### src/rtl/pbsl_pkg.sv
// shared types and constants for the particle bounds and speed limit unit
`timescale 1ns / 1ps
package pbsl_pkg;
	localparam int FRAC_BITS = 8;
	localparam int DW = 24;
	localparam int CFG_W = 16;
	localparam int DIM_W = 12;
	localparam int COEF_W = 16;
	localparam int LIM = 100 << FRAC_BITS;
	localparam int LIM_W = $clog2(LIM + 1);
	localparam int NUM_W = DW + LIM_W;
	localparam int SQ_W = 2 * DW;
	localparam int ROOT_W = DW;
	localparam int REM_W = DW + 2;
	localparam int SQRT_CELLS = ROOT_W;
	localparam int DIV_CELLS = LIM_W;

	localparam logic [1:0] REG_FRAME_WIDTH  = 2'd0;
	localparam logic [1:0] REG_FRAME_HEIGHT = 2'd1;
	localparam logic [1:0] REG_BOUNCE       = 2'd2;
	localparam logic [1:0] REG_GROUND       = 2'd3;

	typedef struct packed {
		logic signed [DW-1:0] px;
		logic signed [DW-1:0] py;
		logic signed [DW-1:0] vx;
		logic signed [DW-1:0] vy;
		logic                 big;
		logic [NUM_W-1:0]     nx;
		logic [NUM_W-1:0]     ny;
	} side_t;
endpackage

### src/rtl/pbsl_sqrt_cell.sv
// one digit cell of the pipelined integer square root
`timescale 1ns / 1ps
module pbsl_sqrt_cell (
	input  logic                          clk,
	input  logic                          arst_n,
	input  logic                          en,
	input  logic                          vld_i,
	input  logic [pbsl_pkg::SQ_W-1:0]     rad_i,
	input  logic [pbsl_pkg::REM_W-1:0]    rem_i,
	input  logic [pbsl_pkg::ROOT_W-1:0]   root_i,
	input  pbsl_pkg::side_t               side_i,
	output logic                          vld_o,
	output logic [pbsl_pkg::SQ_W-1:0]     rad_o,
	output logic [pbsl_pkg::REM_W-1:0]    rem_o,
	output logic [pbsl_pkg::ROOT_W-1:0]   root_o,
	output pbsl_pkg::side_t               side_o
);
	import pbsl_pkg::*;

	logic [REM_W+1:0] cur, trial, diff;
	logic ge;

	assign cur = {rem_i, rad_i[SQ_W-1 -: 2]};
	assign trial = {{(REM_W - ROOT_W){1'b0}}, root_i, 2'b01};
	assign ge = cur >= trial;
	assign diff = cur - trial;

	always_ff @(posedge clk or negedge arst_n) begin
		if (!arst_n) begin
			vld_o <= 1'b0;
		end else if (en) begin
			vld_o <= vld_i;
		end
	end

	always_ff @(posedge clk) begin
		if (en) begin
			rad_o <= {rad_i[SQ_W-3:0], 2'b00};
			rem_o <= ge ? diff[REM_W-1:0] : cur[REM_W-1:0];
			root_o <= {root_i[ROOT_W-2:0], ge};
			side_o <= side_i;
		end
	end
endmodule

### config.mk
export PLATFORM = sky130hd
export DESIGN_NAME = pbsl_sqrt_cell
export DESIGN_NICKNAME = d
export VERILOG_FILES = /design/src/rtl/pbsl_pkg.sv /design/src/rtl/pbsl_sqrt_cell.sv
export SDC_FILE = /design/constraint.sdc
export NUM_CORES = 1
export LEC_CHECK = 0
export ABC_AREA = 0
export BUFFER_PORTS_ARGS = -buffer_cell sky130_fd_sc_hd__buf_2
export CAP_MARGIN = 25
export CORE_AREA = 2 2 217 219
export DETAILED_ROUTE_END_ITERATION = 16
export DIE_AREA = 0 0 219 221
export GPL_ROUTABILITY_DRIVEN = 0
export PLACE_DENSITY_LB_ADDON = 0.12
export RECOVER_POWER = 25
export SYNTH_ARGS = -nofsm -noshare
export SYNTH_HDL_FRONTEND = slang
export SYNTH_SLANG_ARGS = --single-unit
### constraint.sdc
create_clock -name clk -period 1.8 [get_ports clk]
set_clock_uncertainty 0.05 [all_clocks]
set_input_delay 0.18 -clock clk [delete_from_list [all_inputs] [get_ports clk]]
set_output_delay 0.18 -clock clk [all_outputs]
set_load 0.01 [all_outputs]
### Word level (Yosys, flattened, before mapping)

Cells that the tools add are included.

* multiplexer cells: 1
* add/sub/neg operators: 1
* order comparisons: 1

Operator list (number)
* $ge 28x26->1: 1
* $mux 26: 1
* $sub 26x26->26: 1

* input port bits: 277
* register bits after elaboration: 272
* logic and storage cells: 14

### Longest topological paths before layout

* depth after elaboration: 2
* mapped depth: 12
* depth with buffers taken out: 10

### Worst setup path before layout

No wires, ideal clock.

* path kind: input to register
* start point: input root_i[17] (netlist name)
* end point: register rem_o[10] (netlist name) (data pin)
* arrival time: 2.471 ns
* path buffers: 2
* cell stages on the path: 11
* slack: -0.981 ns
* setup time: 0.260 ns
* path through: inv_1 > ha_1 > buf_2 > nand2_1 > or4_1 > o31ai_2 > a211oi_2 > or2_4 > inv_4 > buf_8 > mux2_4

* longest elaborated chain between the ends: 2

Ends and longest elaborated chain
* from (decl): RTL line pbsl_sqrt_cell.sv:10 `input logic [pbsl_pkg::ROOT_W-1:0] root_i,`
* $ge 28x26->1: RTL line pbsl_sqrt_cell.sv:25 `assign ge = cur >= trial;`
* $mux 26: RTL line pbsl_sqrt_cell.sv:39 `rem_o <= ge ? diff[REM_W-1:0] : cur[REM_W-1:0];`
* to (signal assigned): RTL line pbsl_sqrt_cell.sv:39
* to (decl): RTL line pbsl_sqrt_cell.sv:14 `output logic [pbsl_pkg::REM_W-1:0] rem_o,`

No other way between the ends.
A chain may end at the register's enable or synchronous reset.

### Worst setup path in the final report

* start point: input rem_i[15] (netlist name)
* end point: register rem_o[5] (netlist name) (data pin)

* longest elaborated chain between the ends: 2

Ends and longest elaborated chain
* from (decl): RTL line pbsl_sqrt_cell.sv:9 `input logic [pbsl_pkg::REM_W-1:0] rem_i,`
* $ge 28x26->1: RTL line pbsl_sqrt_cell.sv:25
* $mux 26: RTL line pbsl_sqrt_cell.sv:39

No other way between the ends.

==> summary.txt <==
Logic synthesis
  • Yosys reg bits: roughly 270
  • Mux contribution to synthesized area: under 10%
  • Yosys top cell area share: between 80% and 90%
  • Mean post-synth cell area: about 19 um^2
  • Dominant cells by area after synthesis: edfxtp_1 (80%), ha_1 (3.2%), mux2_4 (2.4%)
  • Area leader, netlist: edfxtp_1
  • Async set-or-reset flop fraction in the synthesized netlist: less than 1%
  • Sequential area share after synthesis: between 80% and 90%
  • Cell variety after synth: 56
  • Mapped Cells: about 540
  • Primary FF master, synth: edfxtp_1
  • Syn. warnings: 0
  • Adder-Cell Fraction of Synth Area: under 10%
  • Largest family of logic cells by synthesized area: compound AO/OA/AOI/OAI gates
  • Synth Area in Compound Gates: under 10%
  • Synth Area in XOR/XNOR: under 10%
  • Commonest cells in the netlist: edfxtp_1 (271), inv_1 (39), ha_1 (26)
  • Synthesized area: 10100 um^2
  • EDFF count, synth: roughly 270
  • Most numerous cell in the Yosys netlist: edfxtp_1
  • Synth Area in Simple Gates: 3.25%

Global routing
  • GRT Residual Overflow: 0
  • Vias in the first global route: approximately 9100
  • First-pass GRT wire length: roughly 56000 um
  • Initial antenna violation count: 2
  • Largest net degree at the start of global routing: 42
  • Tot GR Track Use: 15.7%

Timing
  • Max-slew violations: 0
  • Tmin final: approximately 2.2 ns
  • Final Hold Viols: 0
  • Max Clk Rate: ~0.46 GHz
  • Setup ws final: -0.362 ns
  • Final setup fails: 27
  • Final Cycle Share: 120%
  • RSZ-0062 raised after global routing: yes

Clock tree
  • Worst-path clk slew: about 0.05 ns
  • Max Root-Sink Buffers: 3
  • CTS tree: done
  • Root Driver: clkbuf_16
  • CTS H-tree depth: 2
  • Worst-skew pair later-pin latency: about 0.53 ns
  • Num CTS Buffers: 34
  • Clk sinks: ~270

Floorplanning
  • Num rows: a little under 80
  • Total die area: 48400 um^2
  • Die height: ~220 um
  • I/O pins: around 550
  • Die X-Extent: approximately 220 um
  • Core Box Area: about 46000 um^2
  • Initial core utilization: approximately 22%

Worst setup path
  • Worst EP arrival: 2.38 ns
  • Setup crit end kind: flip-flop
  • Critical Path Start Type: input pin
  • Critical Setup Path Class: in2reg
  • Worst Path Required: 2.01 ns
  • CP max FO: 8

Drt
  • Drt first pass iters: 4
  • Drc violations: 0
  • 1st-iter DRT viols: 337
  • ANT nets after route: 0
  • Vias: between 8000 and 9000
  • WL final: 39500 um
  • Avg WL per Cell: 18.3 um
  • Vias/cell: between 3 and 4

Pwr
  • Pwr dens: 940 nW/um^2
  • LEAKAGE: 8.26 nW
  • VDD IR max: around 0.67 mV
  • Total power: about 18 mW

Job
  • MaxCap Viol Count: 0

Cells and area
  • Nets: 1822
  • Layout cells sized above 1: between 50% and 60%
  • Synth-to-layout area growth: 87.4%
  • Final Util: roughly 41%

Place
  • Input/output buffers: around 550
  • Pre-CTS setup slack: -1.08 ns
  • Post-DP HPWL: 29800 um

Run status
  • Violated checks: setup timing
  • Status: finished with violations

Worst hold path
  • Worst hold path type: in2reg
==> state kept, by name, indices dropped and copies added, names as in the netlist <==
signal  cells
root_o     24
side_o    175
rem_o      26
vld_o       1
rad_o      46
==> logic make-up (layout without fill, tap and decap cells) <==
kind of cell	count (synthesis)	after routing
buffers and inverters	48	1046
adders and majority gates	26	26
DFF	272	272
xor gates and xnor gates	20	20
and+or+nand+nor	66	66
AOI/OAI and AO/OA	85	85
other	1	4
muxes	25	25
==> metrics by stage <==
| stage | cells | hold slack [ns] | cell area, um^2 | TNS, ns |
|---|---|---|---|---|
| finish | 2151 | 0.0370 | 19000 | -7.91 |
| global route | 2151 | 0.0290 | 19000 | -9.04 |
| CTS | 2143 | 0.00929 | 18800 | -8.55 |
| detailed placement | 1806 | -0.0713 | 14700 | -26.06 |
| global placement | 1806 | -0.0690 | 14700 | -25.80 |
| floorplan | 544 | -0.166 | 10300 | -20.50 |
==> layout make-up <==
| class | count | area (um^2) |
|---|---|---|
| multi-input combinational | 224 | 2150 |
| clock buffer | 39 | 870 |
| timing repair buffer | 947 | 6660 |
| fill | 4480 | 27000 |
| sequential | 272 | 8160 |
| tap | 607 | 759 |
| inverter | 40 | 185 |
| antenna | 2 | 5.00 |
| clock inverter | 20 | 219 |
==> worst max-delay path, cell delays in order <==
cell      delay, ns
buf_8          0.10
ha_4           0.29
nand2_4        0.06
or4_4          0.54
o31ai_4        0.29
a211oi_2       0.11
or2_4          0.27
inv_8          0.09
buf_12         0.14
mux2_4         0.30
==> timing repair <==
item                       in CTS  in global routing
buffers inserted                9                  7
hold buffers                  269                  1
hold endpoints to repair      280                  1
resized for setup              43                 50
setup endpoints to repair      27                 27
pin swaps                      10                 17
==> final timing paths <==
check	startpoint	end	slack (ns)	cells past startpoint
max	rem_i[15]	rem_o[5]$_DFFE_PP_	-0.36	10
min	rad_i[46]	rem_o[0]$_DFFE_PP_	0.04	3
max reg2reg	vld_o$_DFFE_PN0P_	vld_o$_DFFE_PN0P_	1.02	1
min reg2reg	vld_o$_DFFE_PN0P_	vld_o$_DFFE_PN0P_	0.45	1
max in group asynchronous	arst_n	vld_o$_DFFE_PN0P_	1.09	3
min in group asynchronous	arst_n	vld_o$_DFFE_PN0P_	0.49	3
==> report_power, final <==
group          total (mW)  leakage, nW  internal (mW)  switching [mW]
clock                6.82        0.532           4.06            2.76
sequential           7.76         2.66           7.61           0.143
combinational        3.29         5.07           1.77            1.53
==> placed cells by master, fill, tap and decap left out, types with 4 or more instances in the layout <==
cell type,count
a21o_1,13
a21oi_1,18
a21oi_2,6
buf_12,8
buf_2,522
buf_4,118
buf_6,16
buf_8,6
bufinv_16,4
clkbuf_1,12
clkbuf_16,34
clkinv_1,8
dlygate4sd3_1,270
edfxtp_1,271
ha_1,10
ha_4,16
inv_1,26
inv_2,6
inv_4,6
mux2_4,20
nand2_1,13
nand3_1,5
nand4_1,4
nor2_1,18
o21ai_0,12
or3_1,4
xnor2_1,10
xor2_1,9
==> layer usage <==
layer / vias up / share of wire, % / wire [um] / global-route usage [%]
li1: 4040 / - / - / -
met1: 4094 / 39 / 15200 / 17.5
met2: 319 / 52 / 20300 / 28.5
met3: 56 / 7.0 / 2760 / 4.29
met4: 0 / 3.0 / 1180 / 5.23
met5: - / 0 / 0 / 0
Power figures use the tool's default switching activity.
