--- config.mk ---
export PLATFORM = sky130hd
export DESIGN_NAME = pbsl_div_cell
export DESIGN_NICKNAME = d
export VERILOG_FILES = /design/src/rtl/pbsl_pkg.sv /design/src/rtl/pbsl_div_cell.sv
export SDC_FILE = /design/constraint.sdc
export NUM_CORES = 1
export LEC_CHECK = 0
export ABC_AREA = 1
export BUFFER_PORTS_ARGS = -buffer_cell sky130_fd_sc_hd__buf_2
export CORE_AREA = 8 8 237 239
export DETAILED_ROUTE_END_ITERATION = 6
export DIE_AREA = 0 0 245 247
export PLACE_DENSITY_LB_ADDON = 0.08
export SLEW_MARGIN = 20
export SYNTH_ARGS = -nofsm -noshare
export SYNTH_HDL_FRONTEND = slang
export SYNTH_SLANG_ARGS = --single-unit
--- constraint.sdc ---
create_clock -name clk -period 0.8 [get_ports clk]
set_input_delay 0.08 -clock clk [delete_from_list [all_inputs] [get_ports clk]]
set_output_delay 0.08 -clock clk [all_outputs]
set_load 0.03 [all_outputs]
--- src/rtl/pbsl_pkg.sv ---
// shared types and constants for the particle bounds and speed limit unit
`timescale 1ns / 1ps
package pbsl_pkg;
	localparam int FRAC_BITS = 8;
	localparam int DW = 24;
	localparam int CFG_W = 16;
	localparam int DIM_W = 12;
	localparam int COEF_W = 16;
	localparam int LIM = 100 << FRAC_BITS;
	localparam int LIM_W = $clog2(LIM + 1);
	localparam int NUM_W = DW + LIM_W;
	localparam int SQ_W = 2 * DW;
	localparam int ROOT_W = DW;
	localparam int REM_W = DW + 2;
	localparam int SQRT_CELLS = ROOT_W;
	localparam int DIV_CELLS = LIM_W;

	localparam logic [1:0] REG_FRAME_WIDTH  = 2'd0;
	localparam logic [1:0] REG_FRAME_HEIGHT = 2'd1;
	localparam logic [1:0] REG_BOUNCE       = 2'd2;
	localparam logic [1:0] REG_GROUND       = 2'd3;

	typedef struct packed {
		logic signed [DW-1:0] px;
		logic signed [DW-1:0] py;
		logic signed [DW-1:0] vx;
		logic signed [DW-1:0] vy;
		logic                 big;
		logic [NUM_W-1:0]     nx;
		logic [NUM_W-1:0]     ny;
	} side_t;
endpackage

--- src/rtl/pbsl_div_cell.sv ---
// one quotient bit cell of the two-lane speed scaling divider
`timescale 1ns / 1ps
module pbsl_div_cell (
	input  logic                          clk,
	input  logic                          arst_n,
	input  logic                          en,
	input  logic                          vld_i,
	input  logic [pbsl_pkg::ROOT_W-1:0]   den_i,
	input  logic [pbsl_pkg::ROOT_W-1:0]   remx_i,
	input  logic [pbsl_pkg::ROOT_W-1:0]   remy_i,
	input  logic [pbsl_pkg::LIM_W-1:0]    lox_i,
	input  logic [pbsl_pkg::LIM_W-1:0]    loy_i,
	input  logic [pbsl_pkg::LIM_W-1:0]    qx_i,
	input  logic [pbsl_pkg::LIM_W-1:0]    qy_i,
	input  pbsl_pkg::side_t               side_i,
	output logic                          vld_o,
	output logic [pbsl_pkg::ROOT_W-1:0]   den_o,
	output logic [pbsl_pkg::ROOT_W-1:0]   remx_o,
	output logic [pbsl_pkg::ROOT_W-1:0]   remy_o,
	output logic [pbsl_pkg::LIM_W-1:0]    lox_o,
	output logic [pbsl_pkg::LIM_W-1:0]    loy_o,
	output logic [pbsl_pkg::LIM_W-1:0]    qx_o,
	output logic [pbsl_pkg::LIM_W-1:0]    qy_o,
	output pbsl_pkg::side_t               side_o
);
	import pbsl_pkg::*;

	logic [ROOT_W:0] cx, cy, dn, dfx, dfy;
	logic gex, gey;

	assign cx = {remx_i, lox_i[LIM_W-1]};
	assign cy = {remy_i, loy_i[LIM_W-1]};
	assign dn = {1'b0, den_i};
	assign gex = cx >= dn;
	assign gey = cy >= dn;
	assign dfx = cx - dn;
	assign dfy = cy - dn;

	always_ff @(posedge clk or negedge arst_n) begin
		if (!arst_n) begin
			vld_o <= 1'b0;
		end else if (en) begin
			vld_o <= vld_i;
		end
	end

	always_ff @(posedge clk) begin
		if (en) begin
			den_o <= den_i;
			remx_o <= gex ? dfx[ROOT_W-1:0] : cx[ROOT_W-1:0];
			remy_o <= gey ? dfy[ROOT_W-1:0] : cy[ROOT_W-1:0];
			lox_o <= {lox_i[LIM_W-2:0], 1'b0};
			loy_o <= {loy_i[LIM_W-2:0], 1'b0};
			qx_o <= {qx_i[LIM_W-2:0], gex};
			qy_o <= {qy_i[LIM_W-2:0], gey};
			side_o <= side_i;
		end
	end
endmodule

; ---- After elaboration in Yosys (flattened, before gate mapping)
; Index checks and enable logic that the tools add are counted.
; Widths: inputs -> output; s select.
[op_classes]
n_mux = 2
n_addsub = 2
n_lt_le_gt_ge = 2
[op_table]
columns = cell, n
row1 = $ge 25x24->1, 2
row2 = $mux 24, 2
row3 = $sub 24x24->24, 2
[totals]
out_inout_bits = 308
ff_bits = 306
word_cells = 21

; ---- Depth between registers and ports, before layout
; Gate-level depths: netlist of the first run.
[depth]
depth_word = 2
depth_mapped = 14
ltp_nobuf = 14

; ---- Worst setup path after synthesis of the first run
; OpenSTA, ideal clock, no wires.
[synth_timing]
path_kind = input port to flip-flop
startpoint = in lox_i[14] (netlist bit)
endpoint = reg remx_o[12] (netlist bit), data pin
path_buffers = 0
setup_time_ns = 0.253
setup_slack_ns = -0.921
path_stages = 11
t_arrival_ns = 1.468
cell_sequence = inv_1 > ha_1 > fa_1 > inv_1 > a21oi_1 > o21ai_0 > nand2_1 > nand3_1 > nand2_1 > nand2_1 > nand2_1
[synth_between]
elab_chain_cells = 2
elab_cells_between_ends = 3
[synth_lines]
columns = element, line
row1 = "start, declared", pbsl_div_cell.sv:11  ; input logic [pbsl_pkg::LIM_W-1:0] lox_i,
row2 = $sub 24x24->24 or $ge 25x24->1 (tied branches), "pbsl_div_cell.sv:36, pbsl_div_cell.sv:34"
row3 = $mux 24 (*), pbsl_div_cell.sv:50  ; remx_o <= gex ? dfx[ROOT_W-1:0] : cx[ROOT_W-1:0];
row4 = "end signal, assigned", pbsl_div_cell.sv:50
row5 = "end, declared", pbsl_div_cell.sv:18  ; output logic [pbsl_pkg::ROOT_W-1:0] remx_o,
; Every way passes the cells marked *; elsewhere a longest branch is shown, timed or not.
; A chain may end at the register's enable or synchronous reset.

; ---- Worst setup path in the final report of the first run
[layout_timing]
startpoint = in den_i[15] (netlist bit)
endpoint = reg remx_o[2] (netlist bit), data pin
[layout_between]
elab_chain_cells = 2
[layout_lines]
columns = element, line
row1 = "start, declared", pbsl_div_cell.sv:8  ; input logic [pbsl_pkg::ROOT_W-1:0] den_i,
row2 = $ge 25x24->1, pbsl_div_cell.sv:34  ; assign gex = cx >= dn;
row3 = $mux 24, pbsl_div_cell.sv:50
; Every way passes these cells.

==> impl_results.md, run 1 <==
* CTS Root Cell: clkbuf_16
* R2R Path Start: vld_o$_DFFE_PN0P_
* DIE HEIGHT at 247 um
* Req. time, crit path at 1220 ps
* Fraction of layout cells with a size suffix above 1 at 0.467
* Number of remaining DRC errors at 0
* Violated checks: setup timing
* Setup violations, final at 526
* PD cells at ~1900 nW/um^2
* Final Hold Viols at 0
* Leading post-synthesis cells by cell area: edfxtp_1, nand2_1, inv_1
* Worst Hold Class: in2reg
* 1st-pass router iterations at 4
* Peak supply drop at 1.23 mV
* CTS tree: yes
* Max-slew violation count at 0
* FF-to-FF End: vld_o$_DFFE_PN0P_
* Post-synth top area cell: edfxtp_1
* Drt via density at 4.33
* Fill count at between 4000 and 5000
* Hold Path Stages at 4
* Nets at 2787
* Main synth FF type: edfxtp_1
* Design area at 27200 um^2
* Crit path DAT at 1840 ps
* GPL Wtd Cong at 0.832
* Max Cap Viol at 0
* Count leader, synth: nand2_1
* Number of synthesized flops with an enable pin at 305
* Insertion delay to the later sink of the worst-skew pair at around 540 ps
* Crit Path Max Fanout at 7
* ANT nets after route at 0
* Async SR Flop Fraction at 0.00327
* Register area at 9190 um^2
* Multi-input gate area at approximately 5000 um^2
* Avg WL per Cell at around 23 um
* PnR worst setup slack at -623 ps
* I/O pin cnt at 619
* Final min period at 1420 ps
* Via count at 13600
* Layout area overhead at 97.7%
* WL final at between 70000 and 80000 um
* Cts bufs inserted at 36
* Vias in the first global route at 14300
* Total grt overflow at 0
* Total track usage at 0.223
* Die outline area at 60500 um^2
* Port-buffer cells at 614
* Leak at roughly 12 nW
* Worst R2R Setup Slack at 20 ps
* Crit path largest cell delay at 370 ps
* Clock sinks at 306
* Endpoint type of the worst setup path: flip-flop
* Register area share after synthesis at 0.668
* DR iter-0 viols at 659
* Clock skew at 0 ps
* Share of the synthesized area in the top cell type at 0.667
* Core outline area at 52200 um^2
* Post-route clock period utilization at 1.78
* Placement Cell Area at 19700 um^2
* Clock buffer depth at 3
* Slowest CP cell: ha_4
* Mapped Cells at 1256
* CTS HTree Levels at 2
* Area of the mapped netlist at 13700 um^2
* Hpwl dp at 54900 um
* Worst-path clk slew at approximately 60 ps
* Initial Utilization at 0.263
* Hold EP: remx_o[17]$_DFFE_PP_
* Outcome: complete, but fails checks
* Initial antenna violation count at 12
* Standard-cell rows at 84
* Pin count of the biggest net entering global routing at 27
* Worst path cell trace: buf_8 > clkinvlp_4 > ha_4 > nand2_4 > buf_12 > nor2_4 > inv_2 > nor2_4 > nand3_4 > nand3_4 > clkbuf_16 > nand2_2 > nand2_1
* Synth cell types at 31
* YS warnings at 0
* Crit path launch type: primary input
* Yosys reg bits at between 300 and 400
* Unrepaired setup endpoints after global routing: yes
* Avg Synthesized Cell Area at 10.9 um^2
* Pwr Total at ~50 mW
* Die width at between 200 and 250 um
* Highest Clock Rate at between 700 and 800 MHz
* HP Start: remx_i[16]
* Critical path type: in2reg
* First-pass GRT wire length at 99300 um
* Worst Reg-to-Reg Cells at 1
* Post-synth top cells: nand2_1, edfxtp_1, inv_1, nand4_1, nor2_1
[worst max-delay path by stage]
| stage | startpoint | end | slack (ps) |
|---|---|---|---|
| floorplan | den_i[19] | remy_o[10]$_DFFE_PP_ | -840 |
| global placement | den_i[15] | remy_o[21]$_DFFE_PP_ | -1360 |
| detailed placement | den_i[15] | remy_o[6]$_DFFE_PP_ | -1360 |
| CTS | side_o[79]$_DFFE_PP_ | side_o[79] | -550 |
| global route | den_i[13] | remy_o[18]$_DFFE_PP_ | -680 |
| finish | den_i[15] | remx_o[2]$_DFFE_PP_ | -620 |
[per-stage QoR]
step / cells / setup slack [ps] / hold slack, ps / setup TNS, ps / utilization
after global routing: 3144 / -684 / 40.1 / -209690 / 0.520
after detailed placement: 2736 / -1360 / -143 / -87810 / 0.376
final: 3148 / -623 / 44.5 / -193050 / 0.520
after global placement: 2736 / -1360 / -140 / -89080 / 0.376
after floorplan: 1257 / -838 / -216 / -40630 / -
after CTS: 3130 / -546 / -158 / -194810 / 0.509
[cells in the final DEF, fill, tap and decap left out, types with 10 or more instances in the layout]
master and count:
inv_1 166, nand2_2 79, dlygate4sd3_1 302, inv_2 27, nand2_1 345, nand3_4 11, buf_12 22, buf_2 295
nor2_1 35, clkbuf_16 40, xor2_1 17, nand2_4 14, nand3_1 37, buf_6 322, nor2_2 13, edfxtp_1 305
ha_4 46, a21oi_1 14, buf_4 193, nand4_1 60, nor2_4 11, inv_4 10
[power breakdown]
part           internal [mW]  total (mW)  switching, mW
sequential              19.4        20.1          0.736
clock                   8.71        15.6           6.92
combinational           6.93        15.2           8.27
[critical path: cells and delay by family]
family | cells | cell delay, ps
AND/OR/NAND/NOR | 7 | 740
adder cells (fa/ha/maj) | 1 | 370
buffers and inverters | 5 | 620
[final cells by class]
| cell class | count | area share |
|---|---|---|
| inverters | 211 | 0.0312 |
| multi-input cells | 725 | 0.180 |
| well taps | 688 | 0.0317 |
| clock inverters | 22 | 0.00594 |
| repair buffers | 1146 | 0.378 |
| clock buffers | 44 | 0.0343 |
| flip-flops and latches | 306 | 0.338 |
| diodes | 6 | 0.000553 |
[kinds of logic (layout without fill, tap and decap cells)]
| group | Yosys count | count (layout) | share of synthesized area |
|---|---|---|---|
| xor+xnor | 21 | 21 | 0.0134 |
| compound gates | 26 | 26 | 0.0115 |
| buf+inv | 229 | 1423 | 0.0657 |
| other cells | 1 | 8 | 0.000273 |
| mux | 1 | 1 | 0.000820 |
| flops | 306 | 306 | 0.668 |
| fa+ha+maj | 50 | 50 | 0.0466 |
| simple gates | 622 | 625 | 0.193 |
[flip-flops by register name (all words and copies together), names as in the netlist]
register  count
qy_o         15
lox_o        14
qx_o         15
loy_o        14
remy_o       24
den_o        24
vld_o         1
remx_o       24
side_o      175
[timing repair]
| item | 4_1_cts | 5_1_grt |
|---|---|---|
| hold buffers | 301 | 2 |
| hold endpoints to repair | 309 | 10 |
| gates cloned | 7 | 5 |
| setup buffers | 20 | 6 |
| resized for setup | 776 | 102 |
| endpoints found under the setup margin | 356 | 526 |
| pin swaps | 44 | 81 |
[per-layer routing]
layer	up-vias	GRT usage	wire length, um
met2	476	0.382	35200
met3	102	0.0638	5070
met4	6	0.0701	2150
met5	-	0	35
li1	6545	-	-
met1	6513	0.270	28600
Power figures use the tool's default switching activity.
==> inputs of run 2 (changes only) <==
==> constraint.sdc (replaced) <==
create_clock -name clk -period 0.8 [get_ports clk]
set_input_delay 0.16 -clock clk [delete_from_list [all_inputs] [get_ports clk]]
set_output_delay 0.16 -clock clk [all_outputs]
set_load 0.03 [all_outputs]
==> run 2 against run 1 <==
Effect of this change: the flow still finishes with violations (setup timing); maximum frequency fell by 7.8%; routed wire length rose by 0.17%; via count fell by 0.24%; core utilization fell by 0.68 points; clock skew did not move; combinational power barely moved; worst hold slack got worse by 25 ps; worst setup slack got worse by 120 ps.
==> impl_results.md, run 2 (synthesized netlist as in run 1, its figures left out) <==
* Port-buffer cells at around 610
* Post-route clock period utilization at 1.93
* 1st-pass router iterations at 5
* Crit path launch type: primary input
* Req. time, crit path at 1080 ps
* Pin count of the biggest net entering global routing at 27
* Worst-path clk slew at 60 ps
* Crit path largest cell delay at around 260 ps
* Standard-cell rows at 84
* Non-filler instance count after layout at 3131
* Final min period at between 1500 and 2000 ps
* Peak supply drop at 1.26 mV
* Nets at 2775
* Initial antenna violation count at 10
* Core outline area at 52200 um^2
* Most common cell after layout, fill and taps aside: nand2_1
* Outcome: complete, but fails checks
* ANT nets after route at 0
* Clock skew at 0 ps
* Crit path DAT at roughly 1800 ps
* PnR worst setup slack at -743 ps
* Setup violations, final at 356
* Worst path cell trace: buf_6 > clkinvlp_4 > buf_6 > ha_4 > nand2_2 > nand2_2 > inv_2 > nand2_4 > nand2_2 > nand2_4 > a21oi_4 > nand3_4 > buf_12 > nand2_1 > nand2_1
* Insertion delay to the later sink of the worst-skew pair at 530 ps
* Leak at 12.4 nW
* Max reg flops at 175
* DR iter-0 viols at a little under 700
* Endpoint type of the worst setup path: flip-flop
* Register area at between 9000 and 10000 um^2
* Total grt overflow at 0
* Total track usage at 0.220
* DIE HEIGHT at 247 um
* GPL Wtd Cong at 0.831
* Die outline area at 60500 um^2
* Clock buffer depth at 3
* Crit Path Max Fanout at 7
* Multi-input gate area at between 4000 and 5000 um^2
* Hpwl dp at 54800 um
* Final Hold Viols at 0
* # placed instances at 2738
* Commonest cells after routing, fill and taps aside: nand2_1, buf_6, edfxtp_1, buf_2, dlygate4sd3_1
* Fill count at 4729
* Clock sinks at 306
* Avg WL per Cell at approximately 23 um
* Setup WS pre-CTS at -1460 ps
* First-pass GRT wire length at 97700 um
* Max-slew violation count at 0
* CTS Root Cell: clkbuf_16
* Drt via density at 4.35
* Critical path type: in2reg
* PD cells at 1910 nW/um^2
* WL final at 71200 um
* Violated checks: setup timing
* Number of remaining DRC errors at 0
* Worst Hold Class: in2reg
* Vias in the first global route at around 14000
* Max Cap Viol at 0
* Layout area overhead at 95.1%
* Fraction of layout cells with a size suffix above 1 at 0.464
* Via count at 13600
* CTS HTree Levels at 2
* Die width at 245 um
* Cts bufs inserted at 37
* Most used cell, CP: nand2_2
* Highest Clock Rate at between 600 and 700 MHz
* I/O pin cnt at 619
* CTS tree: yes
* Unrepaired setup endpoints after global routing: yes
* Initial Utilization at 0.263
* Most flop-heavy register: side_o
* Slowest CP cell: ha_4
==> run 2: cell types whose count changed in the layout (fill, tap and decap cells not counted), moves of 8 or more <==
cell / previous run / this run
buf_4: 193 / 219
buf_6: 322 / 310
dlygate4sd3_1: 302 / 271
ha_1: 1 / 9
ha_4: 46 / 36
nor2_1: 35 / 43
==> run 2: timing repair <==
item / 4_1_cts / 5_1_grt
endpoints found under the hold margin: 274 / 0
cloned: 11 / 5
hold buffers: 271 / 0
setup buffers: 31 / 9
resized for setup: 213 / 876
setup endpoints to repair: 356 / 356
pin swaps: 27 / 65
==> run 2: layout make-up <==
class | count | share of cell area
antenna | 3 | 0.000280
clock buffer | 46 | 0.0366
clock inverter | 19 | 0.00579
inverter | 211 | 0.0315
multi-input combinational | 725 | 0.173
sequential | 306 | 0.343
tap | 688 | 0.0321
timing repair buffer | 1133 | 0.379
==> run 2: per-layer routing <==
| metal | wire length, um | GRT usage |
|---|---|---|
| met4 | 2500 | 0.0792 |
| met5 | 53 | 0 |
| met1 | 28500 | 0.268 |
| met3 | 5330 | 0.0665 |
| met2 | 34800 | 0.364 |
==> run 2: stage by stage <==
step,hold slack (ps),power (mW),util,TNS [ps],cell area [um^2]
floorplan,-136,25.9,-,-44630,14200
global placement,-58.4,31.3,0.376,-122370,19700
detailed placement,-55.0,31.3,0.376,-122020,19700
CTS,1.77,49.7,0.474,-183780,24800
global route,9.26,53.2,0.513,-189240,26800
finish,20.0,51.1,0.513,-171610,26800
==> run 2: report_power, final <==
| group | total (mW) | switching (mW) | internal (mW) |
|---|---|---|---|
| Sequential | 20.1 | 0.738 | 19.4 |
| Clock | 16.1 | 6.96 | 9.11 |
| Combinational | 14.9 | 8.14 | 6.77 |
==> run 2: final timing paths <==
path	from	to	slack, ps	cells after the start
max	den_i[12]	remx_o[11]$_DFFE_PP_	-740	15
min	remy_i[14]	remy_o[15]$_DFFE_PP_	20	3
max reg2reg	vld_o$_DFFE_PN0P_	vld_o$_DFFE_PN0P_	20	1
min reg2reg	vld_o$_DFFE_PN0P_	vld_o$_DFFE_PN0P_	540	1
max in group asynchronous	arst_n	vld_o$_DFFE_PN0P_	210	3
min in group asynchronous	arst_n	vld_o$_DFFE_PN0P_	480	3
==> run 2: worst max-delay path: cells and delay by family <==
kind | cells | cell delay [ps]
buffers and inverters | 5 | 630
AOI/OAI and AO/OA | 1 | 160
and+or+nand+nor | 8 | 610
adders and majority gates | 1 | 260
==> inputs of run 3 (changes only) <==
Settings changed: CELL_PAD_IN_SITES_DETAIL_PLACEMENT set to 1, CELL_PAD_IN_SITES_GLOBAL_PLACEMENT set to 1, CORE_AREA 8 8 237 239 to 8 8 232 234, DIE_AREA 0 0 245 247 to 0 0 240 242.
==> run 3 against run 2 <==
Effect of this change: the flow still finishes with violations (setup timing); combinational power down 13%; sequential power barely moved; worst setup slack worse by 6.6 ps; core utilization shrank 3.4 points; routed wire length increased by 4.4%; global-route usage grew 2.8 points; sequential share of layout area increased by 3.7 points; non-clock buffer count shrank 34; critical path depth decreased by 1; maximum frequency shrank 0.43%; total power is 2.4% lower; cell area decreased by 9.7%.
==> impl_results.md, run 3 (synthesized netlist as in run 1, its figures left out) <==
* Fill count at roughly 5800
* # placed instances at 2738
* Worst-path clk slew at approximately 70 ps
* DIE HEIGHT at 242 um
* Crit path largest cell delay at 280 ps
* Final min period at 1550 ps
* Total grt overflow at 0
* Initial Utilization at 0.272
* Unrepaired setup endpoints after global routing: yes
* Initial antenna violation count at 12
* Avg WL per Cell at 24.0 um
* Setup violations, final at 361
* Vias in the first global route at 14900
* Register area at ~9000 um^2
* Hold slack at 15.0 ps
* Via count at 13700
* Non-filler instance count after layout at 3097
* Commonest cells after routing, fill and taps aside: buf_2, nand2_1, edfxtp_1, dlygate4sd3_1, buf_4
* Max reg flops at 175
* PnR worst setup slack at -750 ps
* CTS HTree Levels at 2
* Layout area overhead at 76.2%
* Total track usage at 0.247
* Cts bufs inserted at 36
* Most used cell, CP: nand2_1
* Crit path to: remx_o[14]$_DFFE_PP_
* Crit Path Max Fanout at 25
* Pin count of the biggest net entering global routing at 41
* Highest Clock Rate at ~650 MHz
* PD cells at 2060 nW/um^2
* Standard-cell rows at 83
* Core Util, Final at 0.480
* Slowest CP cell: ha_4
* Hpwl dp at 57300 um
* Die outline area at roughly 58000 um^2
* Insertion delay to the later sink of the worst-skew pair at ~550 ps
* Clock buffer depth at 3
* Clock skew at 0 ps
* Worst Reg-to-Reg Cells at 1
* Port-buffer cells at 614
* Worst Hold Class: in2reg
* Worst R2R Setup Slack at approximately 40 ps
* FF-to-FF End: vld_o$_DFFE_PN0P_
* Max Cap Viol at 0
* Outcome: complete, but fails checks
* 1st-pass router iterations at 5
* Endpoint type of the worst setup path: flip-flop
* Req. time, crit path at 1230 ps
* Critical path type: in2reg
* Peak supply drop at 1.82 mV
* Crit path DAT at 1980 ps
* Worst path cell trace: buf_2 > inv_2 > buf_4 > ha_4 > nand2_1 > inv_2 > nand2_4 > nor3_4 > nand3_4 > buf_12 > nand3_4 > buf_12 > nand2_1 > nand2_1
* Most common cell after layout, fill and taps aside: buf_2
* CTS Root Cell: clkbuf_16
* Clock sinks at 306
* Leak at 11.5 nW
* CTS tree: yes
* Core outline area at 50500 um^2
* Crit path launch type: primary input
* Number of remaining DRC errors at 0
* Multi-input gate area at 4100 um^2
* Die width at ~240 um
* ANT nets after route at 0
* GPL Wtd Cong at 0.848
* WL final at ~74000 um
* Final Hold Viols at 0
* First-pass GRT wire length at 105000 um
* Drt via density at 4.41
* DR iter-0 viols at 773
* I/O pin cnt at 619
* Violated checks: setup timing
* Fraction of layout cells with a size suffix above 1 at 0.409
* TNS Setup at -182450 ps
* Critical Path Source: den_i[19]
* Most flop-heavy register: side_o
* Post-route clock period utilization at 1.94
* R2R Path Start: vld_o$_DFFE_PN0P_
* Nets at 2737
* Max-slew violation count at 0
==> run 3: metal layers <==
layer  vias to the layer above  wire length [um]  GRT usage
met1                      6625             29600      0.294
met5                         -                 0          0
li1                       6425                 -          -
met4                         0              3260      0.106
met2                       489             36400      0.419
met3                       119              5120     0.0627
==> run 3: area by class of cell <==
cell class / count / area share
sequential: 306 / 0.379
timing repair buffer: 1099 / 0.332
multi-input combinational: 722 / 0.169
clock buffer: 44 / 0.0384
tap: 680 / 0.0351
inverter: 211 / 0.0338
clock inverter: 21 / 0.0108
antenna: 14 / 0.00145
==> run 3: power by group <==
group          switching (mW)  total, mW  internal (mW)
sequential              0.583       19.9           19.4
clock                    6.96       17.0           10.0
combinational            7.93       13.0           5.05
total                    15.5       49.9           34.4
==> run 3: worst min path at each step <==
stage	cells after the start	to	startpoint	slack, ps
detailed placement	1	vld_o$_DFFE_PN0P_	arst_n	-60
floorplan	0	vld_o$_DFFE_PN0P_	arst_n	-140
global route	3	remx_o[9]$_DFFE_PP_	remx_i[8]	10
global placement	1	vld_o$_DFFE_PN0P_	arst_n	-60
finish	3	remx_o[9]$_DFFE_PP_	remx_i[8]	20
CTS	3	remx_o[9]$_DFFE_PP_	remx_i[8]	0.2
==> run 3: critical path: cells and delay by family <==
kind,cells,cell delay (ps)
adders and majority gates,1,280
buffers and inverters,6,780
and+or+nand+nor,7,750
==> run 3: what timing repair did <==
item | CTS | global route
hold buffers | 270 | 0
gates cloned | 2 | 0
buffers inserted | 5 | 3
pin swaps | 4 | 2
endpoints found under the hold margin | 273 | 0
resized for setup | 125 | 19
setup endpoints to repair | 356 | 361
==> run 3: per-stage QoR <==
step | area, um^2 | worst slack, ps | power [mW]
after floorplan | 14200 | -918 | 25.9
after global placement | 19700 | -1350 | 31.4
after detailed placement | 19700 | -1380 | 31.5
after CTS | 24100 | -724 | 50.3
after global routing | 24200 | -857 | 51.8
final | 24200 | -750 | 49.9
